**src/rtl/bfws_pkg.sv**
```systemverilog
// bfws_pkg: shared types and codes of the bounded fifo with search
// used by the front, the executor and the top level; depends on nothing
package bfws_pkg;

  // command kinds as carried on the input tuser
  typedef enum logic [1:0] {
    CMD_ENQ  = 2'd0,
    CMD_DEQ  = 2'd1,
    CMD_STAT = 2'd2,
    CMD_SRCH = 2'd3
  } cmd_kind_t;

  // result status codes
  localparam logic [1:0] ST_OK    = 2'd0;
  localparam logic [1:0] ST_FULL  = 2'd1;
  localparam logic [1:0] ST_EMPTY = 2'd2;

  // reset value of the fill limit
  localparam logic [4:0] LIMIT_RESET = 5'd16;

  // executor states
  typedef enum logic [1:0] {
    BK_IDLE,
    BK_DEQ_RD,
    BK_SCAN
  } back_state_t;

  // one result beat, read_value in the lowest bits
  typedef struct packed {
    logic        is_empty;
    logic [4:0]  entry_count;
    logic        found;
    logic [1:0]  status;
    logic [31:0] read_value;
  } result_t;

  localparam int RESULT_BITS = $bits(result_t);
  localparam int RESULT_PAD  = 48 - RESULT_BITS;

endpackage

```
**src/rtl/bfws_ram.sv**
```systemverilog
// bfws_ram: generic simple dual-port ram, one write and one registered read
// no dependencies
module bfws_ram #(
  parameter int WIDTH = 32,
  parameter int DEPTH = 16
) (
  input  logic                                     clk,
  input  logic                                     we,
  input  logic [((DEPTH > 1) ? $clog2(DEPTH) : 1)-1:0] waddr,
  input  logic [WIDTH-1:0]                         wdata,
  input  logic [((DEPTH > 1) ? $clog2(DEPTH) : 1)-1:0] raddr,
  output logic [WIDTH-1:0]                         rdata
);

  logic [WIDTH-1:0] mem [DEPTH];

  // write port
  always_ff @(posedge clk) begin
    if (we) begin
      mem[waddr] <= wdata;
    end
  end

  // registered read port
  always_ff @(posedge clk) begin
    rdata <= mem[raddr];
  end

endmodule

```
**src/rtl/bfws_front.sv**
```systemverilog
// bfws_front: accepts command beats, decodes them and holds the fill limit
// depends on bfws_pkg
module bfws_front #(
  parameter int DEPTH      = 16,
  parameter int DATA_WIDTH = 32,
  parameter int LW         = 5
) (
  input  logic                      clk,
  input  logic                      rst,
  // command input
  input  logic                      s_axis_tvalid,
  output logic                      s_axis_tready,
  input  logic [31:0]               s_axis_tdata,   // value
  input  logic [1:0]                s_axis_tuser,   // op
  // limit register write
  input  logic                      cfg_valid,
  output logic                      cfg_ready,
  input  logic [4:0]                cfg_data,
  // decoded command toward the queue
  output logic                      cmd_valid,
  input  logic                      cmd_ready,
  output bfws_pkg::cmd_kind_t       cmd_kind,
  output logic [DATA_WIDTH-1:0]     cmd_value,
  // effective limit, never above the depth
  output logic [LW-1:0]             limit_eff
);
  import bfws_pkg::*;

  logic [4:0]             queue_limit;
  logic [LW+4:0]          limit_ext;
  logic [DATA_WIDTH+31:0] value_ext;

  // limit register, writes always taken
  assign cfg_ready = 1'b1;

  always_ff @(posedge clk) begin
    if (rst) begin
      queue_limit <= LIMIT_RESET;
    end else if (cfg_valid) begin
      queue_limit <= cfg_data;
    end
  end

  // clamp the limit to the store depth
  assign limit_ext = {{LW{1'b0}}, queue_limit};
  assign limit_eff = (limit_ext[LW-1:0] > LW'(DEPTH)) ? LW'(DEPTH) : limit_ext[LW-1:0];

  // value kept in its low data-width bits
  assign value_ext = {{DATA_WIDTH{1'b0}}, s_axis_tdata};

  // input register stage
  assign s_axis_tready = !cmd_valid || cmd_ready;

  always_ff @(posedge clk) begin
    if (rst) begin
      cmd_valid <= 1'b0;
    end else if (s_axis_tready) begin
      cmd_valid <= s_axis_tvalid;
    end
  end

  always_ff @(posedge clk) begin
    if (s_axis_tvalid && s_axis_tready) begin
      cmd_kind  <= cmd_kind_t'(s_axis_tuser);
      cmd_value <= value_ext[DATA_WIDTH-1:0];
    end
  end

endmodule

```
**src/rtl/bfws_cmd_queue.sv**
```systemverilog
// bfws_cmd_queue: two-entry command queue between the front and the executor
// depends on nothing
module bfws_cmd_queue #(
  parameter int WIDTH = 34
) (
  input  logic             clk,
  input  logic             rst,
  input  logic             in_valid,
  output logic             in_ready,
  input  logic [WIDTH-1:0] in_data,
  output logic             out_valid,
  input  logic             out_ready,
  output logic [WIDTH-1:0] out_data
);

  logic [WIDTH-1:0] slot [2];
  logic             wptr;
  logic             rptr;
  logic [1:0]       fill;
  logic             push;
  logic             pop;

  assign in_ready  = (fill != 2'd2);
  assign out_valid = (fill != 2'd0);
  assign out_data  = slot[rptr];
  assign push      = in_valid && in_ready;
  assign pop       = out_valid && out_ready;

  // pointers and fill level
  always_ff @(posedge clk) begin
    if (rst) begin
      wptr <= 1'b0;
      rptr <= 1'b0;
      fill <= 2'd0;
    end else begin
      if (push) begin
        wptr <= !wptr;
      end
      if (pop) begin
        rptr <= !rptr;
      end
      fill <= fill + {1'b0, push} - {1'b0, pop};
    end
  end

  // storage
  always_ff @(posedge clk) begin
    if (push) begin
      slot[wptr] <= in_data;
    end
  end

  a_fill_bound: assert property (@(posedge clk) disable iff (rst) fill <= 2'd2)
    else $error("command queue over two entries");

  a_pop_moves: assert property (@(posedge clk) disable iff (rst)
    (pop && !push) |=> (fill == $past(fill) - 2'd1))
    else $error("command queue fill did not drop on pop");

  a_push_full: assert property (@(posedge clk) disable iff (rst)
    (fill == 2'd2) |-> !push)
    else $error("push into a full command queue");

endmodule

```
**src/rtl/bfws_back.sv**
```systemverilog
// bfws_back: executes commands on the ring store and registers each result
// depends on bfws_pkg and bfws_ram
module bfws_back #(
  parameter int DEPTH      = 16,
  parameter int DATA_WIDTH = 32,
  parameter int LW         = 5
) (
  input  logic                  clk,
  input  logic                  rst,
  input  logic                  cmd_valid,
  output logic                  cmd_ready,
  input  bfws_pkg::cmd_kind_t   cmd_kind,
  input  logic [DATA_WIDTH-1:0] cmd_value,
  input  logic [LW-1:0]         limit_eff,
  output logic                  res_valid,
  input  logic                  res_ready,
  output bfws_pkg::result_t     res
);
  import bfws_pkg::*;

  localparam int AW = (DEPTH > 1) ? $clog2(DEPTH) : 1;
  localparam int CW = $clog2(DEPTH + 1);

  back_state_t           state, state_next;
  logic [AW-1:0]         head, head_next;
  logic [AW-1:0]         tail, tail_next;
  logic [CW-1:0]         occ, occ_next;
  logic [AW-1:0]         scan_idx, scan_idx_next;
  logic [CW-1:0]         scan_cnt, scan_cnt_next;
  logic                  rd_pend, rd_pend_next;
  logic                  hit, hit_next;
  logic [DATA_WIDTH-1:0] key, key_next;
  logic                  res_load;
  result_t               res_next;
  logic                  out_free;

  logic                  ram_we;
  logic [AW-1:0]         ram_raddr;
  logic [DATA_WIDTH-1:0] ram_rdata;
  logic [DATA_WIDTH+31:0] rdata_ext;

  function automatic logic [AW-1:0] advance(input logic [AW-1:0] idx);
    advance = (idx == AW'(DEPTH - 1)) ? '0 : idx + 1'b1;
  endfunction

  function automatic result_t make_result(input logic [31:0] rd, input logic [1:0] st,
                                          input logic fnd, input logic [CW-1:0] cnt);
    logic [CW+4:0] cnt_ext;
    cnt_ext                 = {5'b0, cnt};
    make_result.read_value  = rd;
    make_result.status      = st;
    make_result.found       = fnd;
    make_result.entry_count = cnt_ext[4:0];
    make_result.is_empty    = (cnt == '0);
  endfunction

  bfws_ram #(
    .WIDTH (DATA_WIDTH),
    .DEPTH (DEPTH)
  ) u_store (
    .clk   (clk),
    .we    (ram_we),
    .waddr (tail),
    .wdata (cmd_value),
    .raddr (ram_raddr),
    .rdata (ram_rdata)
  );

  assign rdata_ext = {32'b0, ram_rdata};
  assign out_free  = !res_valid || res_ready;

  // state register and queue pointers
  always_ff @(posedge clk) begin
    if (rst) begin
      state   <= BK_IDLE;
      head    <= '0;
      tail    <= '0;
      occ     <= '0;
      rd_pend <= 1'b0;
    end else begin
      state   <= state_next;
      head    <= head_next;
      tail    <= tail_next;
      occ     <= occ_next;
      rd_pend <= rd_pend_next;
    end
  end

  // search working registers
  always_ff @(posedge clk) begin
    scan_idx <= scan_idx_next;
    scan_cnt <= scan_cnt_next;
    hit      <= hit_next;
    key      <= key_next;
  end

  // result register
  always_ff @(posedge clk) begin
    if (rst) begin
      res_valid <= 1'b0;
    end else if (res_load) begin
      res_valid <= 1'b1;
    end else if (res_ready) begin
      res_valid <= 1'b0;
    end
  end

  always_ff @(posedge clk) begin
    if (res_load) begin
      res <= res_next;
    end
  end

  // next state and command execution
  always_comb begin
    state_next    = state;
    head_next     = head;
    tail_next     = tail;
    occ_next      = occ;
    scan_idx_next = scan_idx;
    scan_cnt_next = scan_cnt;
    rd_pend_next  = 1'b0;
    hit_next      = hit;
    key_next      = key;
    res_load      = 1'b0;
    res_next      = make_result(32'd0, ST_OK, 1'b0, occ);
    cmd_ready     = 1'b0;
    ram_we        = 1'b0;
    ram_raddr     = head;

    unique case (state)
      BK_IDLE: begin
        if (cmd_valid && out_free) begin
          cmd_ready = 1'b1;
          unique case (cmd_kind)
            CMD_ENQ: begin
              res_load = 1'b1;
              if (LW'(occ) >= limit_eff) begin
                res_next = make_result(32'd0, ST_FULL, 1'b0, occ);
              end else begin
                ram_we    = 1'b1;
                tail_next = advance(tail);
                occ_next  = occ + 1'b1;
                res_next  = make_result(32'd0, ST_OK, 1'b0, occ + 1'b1);
              end
            end
            CMD_DEQ: begin
              if (occ == '0) begin
                res_load = 1'b1;
                res_next = make_result(32'd0, ST_EMPTY, 1'b0, occ);
              end else begin
                state_next = BK_DEQ_RD;
              end
            end
            CMD_STAT: begin
              res_load = 1'b1;
            end
            CMD_SRCH: begin
              if (occ == '0) begin
                res_load = 1'b1;
              end else begin
                key_next      = cmd_value;
                scan_idx_next = head;
                scan_cnt_next = '0;
                hit_next      = 1'b0;
                state_next    = BK_SCAN;
              end
            end
            default: begin
              res_load = 1'b1;
            end
          endcase
        end
      end
      BK_DEQ_RD: begin
        // head word arrives from the store this cycle
        res_load   = 1'b1;
        res_next   = make_result(rdata_ext[31:0], ST_OK, 1'b0, occ - 1'b1);
        head_next  = advance(head);
        occ_next   = occ - 1'b1;
        state_next = BK_IDLE;
      end
      BK_SCAN: begin
        // issue one read a cycle, compare the word read the cycle before
        if (scan_cnt != occ) begin
          ram_raddr     = scan_idx;
          scan_idx_next = advance(scan_idx);
          scan_cnt_next = scan_cnt + 1'b1;
          rd_pend_next  = 1'b1;
        end
        if (rd_pend && (ram_rdata == key)) begin
          hit_next = 1'b1;
        end
        if ((scan_cnt == occ) && !rd_pend) begin
          res_load   = 1'b1;
          res_next   = make_result(32'd0, ST_OK, hit, occ);
          state_next = BK_IDLE;
        end
      end
      default: begin
        state_next = BK_IDLE;
      end
    endcase
  end

  a_occ_bound: assert property (@(posedge clk) disable iff (rst) occ <= CW'(DEPTH))
    else $error("occupancy above depth");

  a_busy_no_result: assert property (@(posedge clk) disable iff (rst)
    (state != BK_IDLE) |-> !res_valid)
    else $error("result pending while a command is in progress");

  a_scan_bound: assert property (@(posedge clk) disable iff (rst)
    (state == BK_SCAN) |-> (scan_cnt <= occ))
    else $error("search read past the stored entries");

  a_deq_moves_head: assert property (@(posedge clk) disable iff (rst)
    (state == BK_DEQ_RD) |=> (occ == $past(occ) - 1'b1))
    else $error("dequeue did not drop the count");

endmodule

```
**src/rtl/bounded_fifo_with_search_top.sv**
```systemverilog
// bounded_fifo_with_search_top: top level of the fifo with membership search
// depends on bfws_pkg, bfws_front, bfws_cmd_queue, bfws_back and bfws_ram
//
// Commands enter on the s_axis channel: tuser carries the op (enqueue,
// dequeue, status, search), tdata the 32-bit value. Every command gives
// exactly one result beat on m_axis, in command order. The user must write
// the fill limit on the cfg channel (always ready) only while the block is
// idle; the block itself does not enforce this. A command passes an input
// register and a two-entry queue, then the executor. Enqueue, status,
// rejected commands and a dequeue or search on an empty queue are answered
// from the idle state, a dequeue passes a read state, and a search over
// stored entries reads the store one entry a cycle through its single
// registered read port, compares the last word, then registers the result.
// The executor starts one command per pass, so commands answered from the
// idle state flow one a cycle when the receiver keeps up.
// Reset clears the pointers and count, so the queue is empty, and sets the
// limit to 16; the store itself is not cleared. When the receiver stalls,
// the result waits in the output register, the executor holds its next
// command and the front keeps accepting until the queue fills.
module bounded_fifo_with_search_top #(
  parameter int DEPTH      = 16,
  parameter int DATA_WIDTH = 32
) (
  input  logic        clk,
  input  logic        rst,
  input  logic        s_axis_tvalid,
  output logic        s_axis_tready,
  input  logic [31:0] s_axis_tdata,   // value
  input  logic [1:0]  s_axis_tuser,   // op
  output logic        m_axis_tvalid,
  input  logic        m_axis_tready,
  output logic [47:0] m_axis_tdata,   // read_value, status, found, entry_count, is_empty, zero pad
  input  logic        cfg_valid,
  output logic        cfg_ready,
  input  logic [4:0]  cfg_data        // queue_limit
);
  import bfws_pkg::*;

  localparam int CW = $clog2(DEPTH + 1);
  localparam int LW = (CW > 5) ? CW : 5;
  localparam int QW = DATA_WIDTH + 2;

  logic                  f_valid;
  logic                  f_ready;
  cmd_kind_t             f_kind;
  logic [DATA_WIDTH-1:0] f_value;
  logic [LW-1:0]         limit_eff;
  logic                  q_valid;
  logic                  q_ready;
  logic [QW-1:0]         q_data;
  result_t               res;

  bfws_front #(
    .DEPTH      (DEPTH),
    .DATA_WIDTH (DATA_WIDTH),
    .LW         (LW)
  ) u_front (
    .clk           (clk),
    .rst           (rst),
    .s_axis_tvalid (s_axis_tvalid),
    .s_axis_tready (s_axis_tready),
    .s_axis_tdata  (s_axis_tdata),
    .s_axis_tuser  (s_axis_tuser),
    .cfg_valid     (cfg_valid),
    .cfg_ready     (cfg_ready),
    .cfg_data      (cfg_data),
    .cmd_valid     (f_valid),
    .cmd_ready     (f_ready),
    .cmd_kind      (f_kind),
    .cmd_value     (f_value),
    .limit_eff     (limit_eff)
  );

  bfws_cmd_queue #(
    .WIDTH (QW)
  ) u_queue (
    .clk       (clk),
    .rst       (rst),
    .in_valid  (f_valid),
    .in_ready  (f_ready),
    .in_data   ({f_value, f_kind}),
    .out_valid (q_valid),
    .out_ready (q_ready),
    .out_data  (q_data)
  );

  bfws_back #(
    .DEPTH      (DEPTH),
    .DATA_WIDTH (DATA_WIDTH),
    .LW         (LW)
  ) u_back (
    .clk       (clk),
    .rst       (rst),
    .cmd_valid (q_valid),
    .cmd_ready (q_ready),
    .cmd_kind  (cmd_kind_t'(q_data[1:0])),
    .cmd_value (q_data[QW-1:2]),
    .limit_eff (limit_eff),
    .res_valid (m_axis_tvalid),
    .res_ready (m_axis_tready),
    .res       (res)
  );

  // result beat packing
  assign m_axis_tdata = {{RESULT_PAD{1'b0}}, res};

endmodule

```
**config.mk**
```make
export PLATFORM = sky130hd
export DESIGN_NAME = bounded_fifo_with_search_top
export DESIGN_NICKNAME = d
export VERILOG_FILES = /design/src/rtl/bfws_pkg.sv /design/src/rtl/bfws_ram.sv /design/src/rtl/bfws_front.sv /design/src/rtl/bfws_cmd_queue.sv /design/src/rtl/bfws_back.sv /design/src/rtl/bounded_fifo_with_search_top.sv
export SDC_FILE = /design/constraint.sdc
export NUM_CORES = 1
export LEC_CHECK = 0
export BUFFER_PORTS_ARGS = -buffer_cell sky130_fd_sc_hd__clkbuf_2
export CAP_MARGIN = 30
export CORE_ASPECT_RATIO = 0.75
export CORE_MARGIN = 2
export CORE_UTILIZATION = 51
export CTS_CLUSTER_SIZE = 20
export DETAILED_ROUTE_END_ITERATION = 10
export MAX_ROUTING_LAYER = met4
export PLACE_DENSITY = 0.7
export SLEW_MARGIN = 40
export SYNTH_ARGS = -nofsm -noshare
export SYNTH_HDL_FRONTEND = slang
export SYNTH_SLANG_ARGS = --single-unit
```
**constraint.sdc**
```tcl
create_clock -name clk -period 5.3 [get_ports clk]
set_clock_uncertainty 0.15 [all_clocks]
set_input_delay 1.325 -clock clk [delete_from_list [all_inputs] [get_ports clk]]
set_output_delay 1.325 -clock clk [all_outputs]
set_load 0.005 [all_outputs]
```
==> out/metrics.cfg, run 1 <==
[hold_path]
hold_end = u_queue.slot[0][14]
hp-start = u_front.cmd_value[12]
hold_class = flip-flop to flip-flop
holdPathStages = 0

[timing]
hold_viol = 0
slew-limit-headroom = 0.3950
setup_viol = 0
drv_slew = 0
max_clock_freq_mhz = 248.8
rsz0062_at_grt = no
timing.final.crit_period_ns = 4.020
fin_ws_ns = 1.280
hold_ws_ns = 0.2943
fin_crit_sh = 0.7585
tightest_slew_ns = 0.9075
fin_setup_tns_ns = 0

[die]
die_x_um = 300.7
rows = 81
core_mm2 = 0.06527
die_y_um = 226.5
start_util = 0.5157
die_area_mm2 = 0.06809
io_pins = 95

[global_route]
antenna_found_initial = 6
grt_pass1_wl_um = 139300
grt_max_degree = 111
grt_overflow = 0
grtUsageTotal = 0.2822
grt_pass1_vias = 22170

[logic_synthesis]
synthXorXnorAreaFrac = 0.01450
synth-seq-cells = 757
async_flop_share = 0
netlist_instances = 2341
synthFlopType = edfxtp_1
yosys.area_share.simple = 0.03665
synth_top_family_by_area = compound AO/OA/AOI/OAI gates
synth.distinct_cells = 64
yosys_warnings = 0
synth.area.mux_share = 0.08891
syn_area_mm2 = 0.03366
synth-edff-count = 697
ys_seq_area_frac = 0.6575
avgSynthCellArea_um2 = 14.38
synthAdderAreaFrac = 0.007062
synth_compound_area_frac = 0.1642

[critical_path]
path_class = flip-flop to flip-flop
endpoint_kind = flip-flop
r2r-end = u_back.u_store.rdata[10]
reg2reg_slack_ns = 1.28
path_max_fanout = 40
rr_startpoint = u_back.state[0]
critical_path_required_ns = 5.64
critPathArrivalTime_ns = 4.36
reg2reg_depth = 8
startpoint_type = flip-flop

[cells_and_area]
finalNetCount = 2417
fin_util = 0.5765
drive_above_1_share = 0.1356
fillers = 5037
final_cell_mix = 697 x edfxtp_1, 320 x o22ai_1, 262 x mux2i_1
area_delta_synth_final_pct = 11.77
final_common_cell = edfxtp_1

[detailed_routing]
drc_errors = 0
vias = 23280
ant_nets = 0
dr.pass1.iters = 6
post_drt_via_cell_ratio = 7.089
wire_per_inst_um = 28.76
drt_iter0_markers = 3730
wirelength_um = 94460

[clock_tree]
post_cts_resized = 0
clock_latency_ns = 0.63
root_buffer = clkbuf_16
path_clk_slew_ns = 0.06
tritoncts = built
cts_hold_buf = 0
cts_sinks = 757
clockBufferDepth = 3
numCtsBuffers = 74
cts-htree-levels = 3
postCtsSetupBuffers = 0

[power]
power_density_mw_per_mm2 = 398.4
vdd_drop_max_uv = 319.5
leakagePower_uw = 0.01185

[place]
io_buffers = 86
dp_slack_ns = 0.9736
hpwl_um = 53470
gp_congestion = 0.9116

[outcome]
status = finished clean

[job]
drv_cap = 0

-- worst max-delay path, stage by stage, from the launching register on --
cell and delay (ns):
dfxtp_1 0.58, nand2b_1 0.61, inv_6 0.09, and2_4 0.37, a221oi_4 0.33, buf_4 0.69, mux2i_1 0.36, o22ai_1 0.14
or4_1 0.53
-- worst max-delay path by stage --
stage	depth (start not counted)	endpoint	startpoint	slack (ns)
2_1_floorplan	6	u_back.u_store.mem[2][0]	m_axis_tready	0.02
5_1_grt	10	u_back.u_store.rdata[9]	u_back.state[1]	1.11
3_3_place_gp	8	u_back.u_store.mem[15][26]	m_axis_tready	1.04
6_report	8	u_back.u_store.rdata[10]	u_back.state[0]	1.28
3_5_place_dp	8	u_back.u_store.mem[15][26]	m_axis_tready	0.97
4_1_cts	8	u_back.u_store.rdata[10]	u_back.state[0]	1.34
-- cells by family (layout without fill, tap and decap cells) --
logic type / Yosys count / in the layout
adder cells (fa/ha/maj): 19 / 19
flip-flops: 757 / 757
AND/OR/NAND/NOR: 221 / 221
multiplexers: 295 / 295
AO/OA/AOI/OAI: 760 / 760
buffers and inverters: 233 / 298
XOR/XNOR: 54 / 54
other: 2 / 9
-- area by class of cell --
cell class | count | area (um2) | area share
Antenna cell | 1 | 2.502 | 0.00006651
Clock buffer | 101 | 2047 | 0.05441
Clock inverter | 33 | 421.7 | 0.01121
Inverter | 18 | 73.82 | 0.001962
Multi-Input combinational cell | 1357 | 10760 | 0.2861
Sequential cell | 757 | 22140 | 0.5884
Tap cell | 871 | 1090 | 0.02897
Timing Repair Buffer | 146 | 1087 | 0.02890
-- registers in the layout (all words and copies together), names as in the netlist, 32 cells and up, named ones only --
name and cells:
u_back.u_store.mem 512, u_back.res 41, u_back.key 32, u_back.u_store.rdata 32, u_front.cmd_value 32, u_queue.slot 68
-- per-stage QoR --
stage / instances / area [um2] / power, uW
final: 3284 / 37620 / 14990
after global routing: 3284 / 37620 / 15440
after CTS: 3283 / 37620 / 15000
after detailed placement: 3149 / 35150 / 9625
after global placement: 3148 / 35100 / 9554
after floorplan: 2347 / 33690 / 8714
-- power breakdown --
group	internal (uW)	switching, uW
Sequential	7240	330
Combinational	638	1350
Clock	3200	2230
-- layer usage --
layer	share of wire	GRT usage	vias up
li1	-	-	9753
met1	0.40	0.4039	11640
met2	0.44	0.4072	1671
met3	0.13	0.05778	219
met4	0.030	0.08618	0
met5	0	-	-
-- cell usage after synthesis, types with 3 or more instances --
cell type	number	area (um2)
or3_1	4	25.02
o22ai_1	320	2002
buf_6	11	123.9
clkbuf_1	135	506.7
xor2_1	31	271.5
a221oi_1	193	1690
buf_1	22	82.58
and3_1	3	18.77
a21oi_1	20	100.1
or4_1	34	255.2
a22oi_1	193	1449
inv_1	17	63.81
nand2b_1	8	50.05
nor4_1	8	50.05
nor2b_1	6	37.54
nand2_1	33	123.9
ha_1	19	237.7
nor2_1	47	176.4
nor3_1	12	60.06
nand4_1	4	25.02
mux2i_1	263	2633
a31oi_1	5	31.28
buf_4	11	82.58
xnor2_1	21	183.9
o21ai_0	9	45.04
dfxtp_1	60	1201
edfxtp_1	697	20930
buf_2	36	180.2
mux2_2	32	360.4
nand3_1	7	35.03
nor4b_1	3	26.28
and2_1	39	244.0
No activity file was read; power rests on OpenSTA's default activity.
==> run 2: changes to the inputs <==
--- a/config.mk
+++ b/config.mk
@@ -5,6 +5,7 @@
 export SDC_FILE = /design/constraint.sdc
 export NUM_CORES = 1
 export LEC_CHECK = 0
+export ABC_AREA = 1
 export BUFFER_PORTS_ARGS = -buffer_cell sky130_fd_sc_hd__clkbuf_2
 export CAP_MARGIN = 30
 export CORE_ASPECT_RATIO = 0.75
@@ -13,7 +14,7 @@
 export CTS_CLUSTER_SIZE = 20
 export DETAILED_ROUTE_END_ITERATION = 10
 export MAX_ROUTING_LAYER = met4
-export PLACE_DENSITY = 0.7
+export PLACE_DENSITY = 0.67
 export SLEW_MARGIN = 40
 export SYNTH_ARGS = -nofsm -noshare
 export SYNTH_HDL_FRONTEND = slang
==> constraint.sdc (replaced) <==
create_clock -name clk -period 3.96 [get_ports clk]
set_clock_uncertainty 0.15 [all_clocks]
set_input_delay 0.99 -clock clk [delete_from_list [all_inputs] [get_ports clk]]
set_output_delay 0.99 -clock clk [all_outputs]
set_load 0.005 [all_outputs]
==> run 2 against run 1 <==
Effect of this change: worst hold slack worse by 0.0017 ns; global-route usage shrank 2.5 points; critical path type unchanged; wire length fell by 15%; combinational power up 95%.
==> out/metrics.cfg, run 2 <==
[critical_path]
critPathArrivalTime_ns = 3.61  ; -0.75 ns
r2r-end = u_back.u_store.rdata[2]
worst-path-stages = 13  ; +5
slowest_delay_ns = 0.53  ; -0.16 ns
worst_path_max_delay_cell = dfxtp_1
critical-path-top-delay-family = simple AND/OR/NAND/NOR gates
endpoint_kind = flip-flop
crit_end = u_back.u_store.rdata[2]
worstPathCellList = inv_2 -> nand2_1 -> nand2_1 -> nor2_2 -> nand3_4 -> nand2_4 -> nand2_1 -> o21ai_4 -> inv_2 -> buf_12 -> nand3_1 -> nand3_1 -> nand2_1
path_class = flip-flop to flip-flop
critical_path_required_ns = 4.37  ; -1.27 ns
path_buf_inv = 3  ; +1
reg2reg_depth = 13  ; +5
rr_startpoint = u_back.occ[0]
reg2reg_slack_ns = 0.76  ; -0.52 ns
path_common_cell = nand2_1
startpoint_type = flip-flop
path_max_fanout = 44  ; +10%
cp-startpoint = u_back.occ[0]

[logic_synthesis]
synth_top_family_by_area = simple AND/OR/NAND/NOR gates
synth_compound_area_frac = 0.01202  ; -0.1522
synthMostInstantiatedCell = edfxtp_1
synth.distinct_cells = 36  ; -44%
yosys-top-cells-count = 697 x edfxtp_1, 622 x nand3_1, 605 x inv_1
async_flop_share = 0  ; unchanged
synth-edff-count = 697  ; unchanged
synth.largest_area_cell = edfxtp_1
ys_seq_area_frac = 0.6925  ; +0.03498
synthAdderAreaFrac = 0.007438  ; +0.0003757
syn_area_mm2 = 0.03196  ; -5.1%
synth-seq-cells = 757  ; unchanged
netlist_top_cells_area = edfxtp_1 65%, nand3_1 9.7%, inv_1 7.1%
synth_top_area_frac = 0.6549  ; +0.03308
netlist_instances = 2871  ; +23%
yosys.area_share.simple = 0.1695  ; +0.1329
avgSynthCellArea_um2 = 11.13  ; -23%
synthFlopType = edfxtp_1
synthXorXnorAreaFrac = 0.007947  ; -0.006549
synth.area.mux_share = 0.01190  ; -0.07701
yosys_warnings = 0  ; unchanged

[place]
hpwl_um = 49550  ; -7.3%
gp_congestion = 0.9406  ; +3.2%
io_buffers = 86  ; unchanged
dp_slack_ns = 0.5512  ; -0.4225 ns
dpl_cell_area_mm2 = 0.03347  ; -4.8%

[timing]
fin_crit_sh = 0.8078  ; +0.04934
drv_slew = 0  ; unchanged
tightest_slew_ns = 0.9217  ; +0.01415 ns
max_clock_freq_mhz = 312.6  ; +26%
slew-limit-headroom = 0.3855  ; -0.009435
timing.final.crit_period_ns = 3.199  ; -0.8210 ns
fin_ws_ns = 0.7611  ; -0.5190 ns
setup_viol = 0  ; unchanged
rsz0062_at_grt = no
hold_viol = 0  ; unchanged

[detailed_routing]
vias = 20740  ; -11%
wire_per_inst_um = 20.92  ; -27%
ant_nets = 0  ; unchanged
drc_errors = 0  ; unchanged
wirelength_um = 79940  ; -15%
drt_iter0_markers = 2904  ; -22%
dr.pass1.iters = 6  ; unchanged
post_drt_via_cell_ratio = 5.427  ; -23%

[global_route]
grt_pass1_vias = 19310  ; -13%
grt_max_degree = 101  ; -9.0%
grt_overflow = 0  ; unchanged
grtUsageTotal = 0.2570  ; -0.02517
grt_pass1_wl_um = 118900  ; -15%
antenna_found_initial = 1  ; -5

[cells_and_area]
finalNetCount = 3014  ; +25%
top_register = u_back.u_store.mem
final_common_cell = edfxtp_1
final_cell_mix = 697 x edfxtp_1, 621 x nand3_1, 605 x inv_1
largest_reg_flops = 512  ; unchanged
antenna_cells = 0  ; -1
drive_above_1_share = 0.1076  ; -0.02797
top_regs = u_back.u_store.mem: 512 flops, u_queue.slot: 68 flops, u_back.res: 41 flops
design_area_mm2 = 0.03586  ; -4.7%
area_delta_synth_final_pct = 12.20

[clock_tree]
numCtsBuffers = 74  ; unchanged
post_cts_resized = 0  ; unchanged
cts_hold_buf = 0  ; unchanged
tritoncts = built
clockBufferDepth = 3  ; unchanged
clock_latency_ns = 0.62  ; about the same
cts-htree-levels = 3  ; unchanged
path_clk_slew_ns = 0.06  ; about the same
cts_sinks = 757  ; unchanged
postCtsSetupBuffers = 0  ; unchanged
root_buffer = clkbuf_16

[die]
start_util = 0.5157  ; about the same
die_area_mm2 = 0.06471  ; -5.0%
die_x_um = 293.1  ; -2.5%
core_mm2 = 0.06198  ; -5.0%
io_pins = 95  ; unchanged
die_y_um = 220.8  ; -2.5%
rows = 79  ; -2.5%

[job]
drv_cap = 0  ; unchanged

[power]
vdd_drop_max_uv = 403.9  ; +26%
power_density_mw_per_mm2 = 586.9  ; +47%
leakagePower_uw = 0.01488  ; +26%

[hold_path]
hold_class = flip-flop to flip-flop

[outcome]
status = finished clean

## run 2: how the worst min path moves through the flow
stage | startpoint | endpoint | slack, ns | cells past startpoint
3_5_place_dp | u_front.cmd_value[28] | u_queue.slot[0][30] | 0.28 | 0
4_1_cts | u_front.cmd_value[12] | u_queue.slot[1][14] | 0.29 | 0
5_1_grt | u_front.cmd_value[30] | u_queue.slot[0][32] | 0.30 | 0
6_report | u_front.cmd_value[13] | u_queue.slot[0][15] | 0.29 | 0
3_3_place_gp | u_front.cmd_value[29] | u_queue.slot[0][31] | 0.27 | 0
2_1_floorplan | u_front.cmd_kind[0] | u_queue.slot[0][0] | 0.27 | 0
## run 2: where the power goes
part	switching, uW	leakage, uW	total, uW	internal, uW
combinational	2910	0.00687	3890	976
sequential	271	0.00684	10200	9920
clock	2980	0.00116	6970	3980
## run 2: kinds of logic after synthesis
family | count (synthesis)
simple gates | 1211
flops | 757
buf+inv | 750
compound gates | 69
mux | 34
xor+xnor | 29
fa+ha+maj | 19
other cells | 2
## run 2: metrics by stage
step	hold slack, ns	util	cells	total power [uW]	setup TNS, ns
after floorplan	0.2715	-	2877	12440	-17.38
after global placement	0.2733	0.5394	3682	14040	0
after detailed placement	0.2811	0.5401	3685	14170	0
after global routing	0.3027	0.5786	3821	21840	0
after CTS	0.2933	0.5786	3821	21110	0
final	0.2926	0.5786	3821	21040	0
## run 2: cell type report
| type | instances | area [um2] |
|---|---|---|
| sequential | 757 | 22130 |
| clock inverter | 32 | 325.3 |
| inverter | 610 | 2290 |
| clock buffer | 104 | 2057 |
| fill | 5012 | 26120 |
| tap | 810 | 1013 |
| timing repair buffer | 138 | 1106 |
| multi-input combinational | 1370 | 6935 |
## run 2: routing by layer
layer | up-vias | part of all wire | GRT usage
met2 | 1045 | 0.42 | 0.3486
met3 | 113 | 0.13 | 0.07563
met1 | 9963 | 0.43 | 0.3772
met4 | 0 | 0.022 | 0.06615
met5 | - | 0 | -
li1 | 9617 | - | -
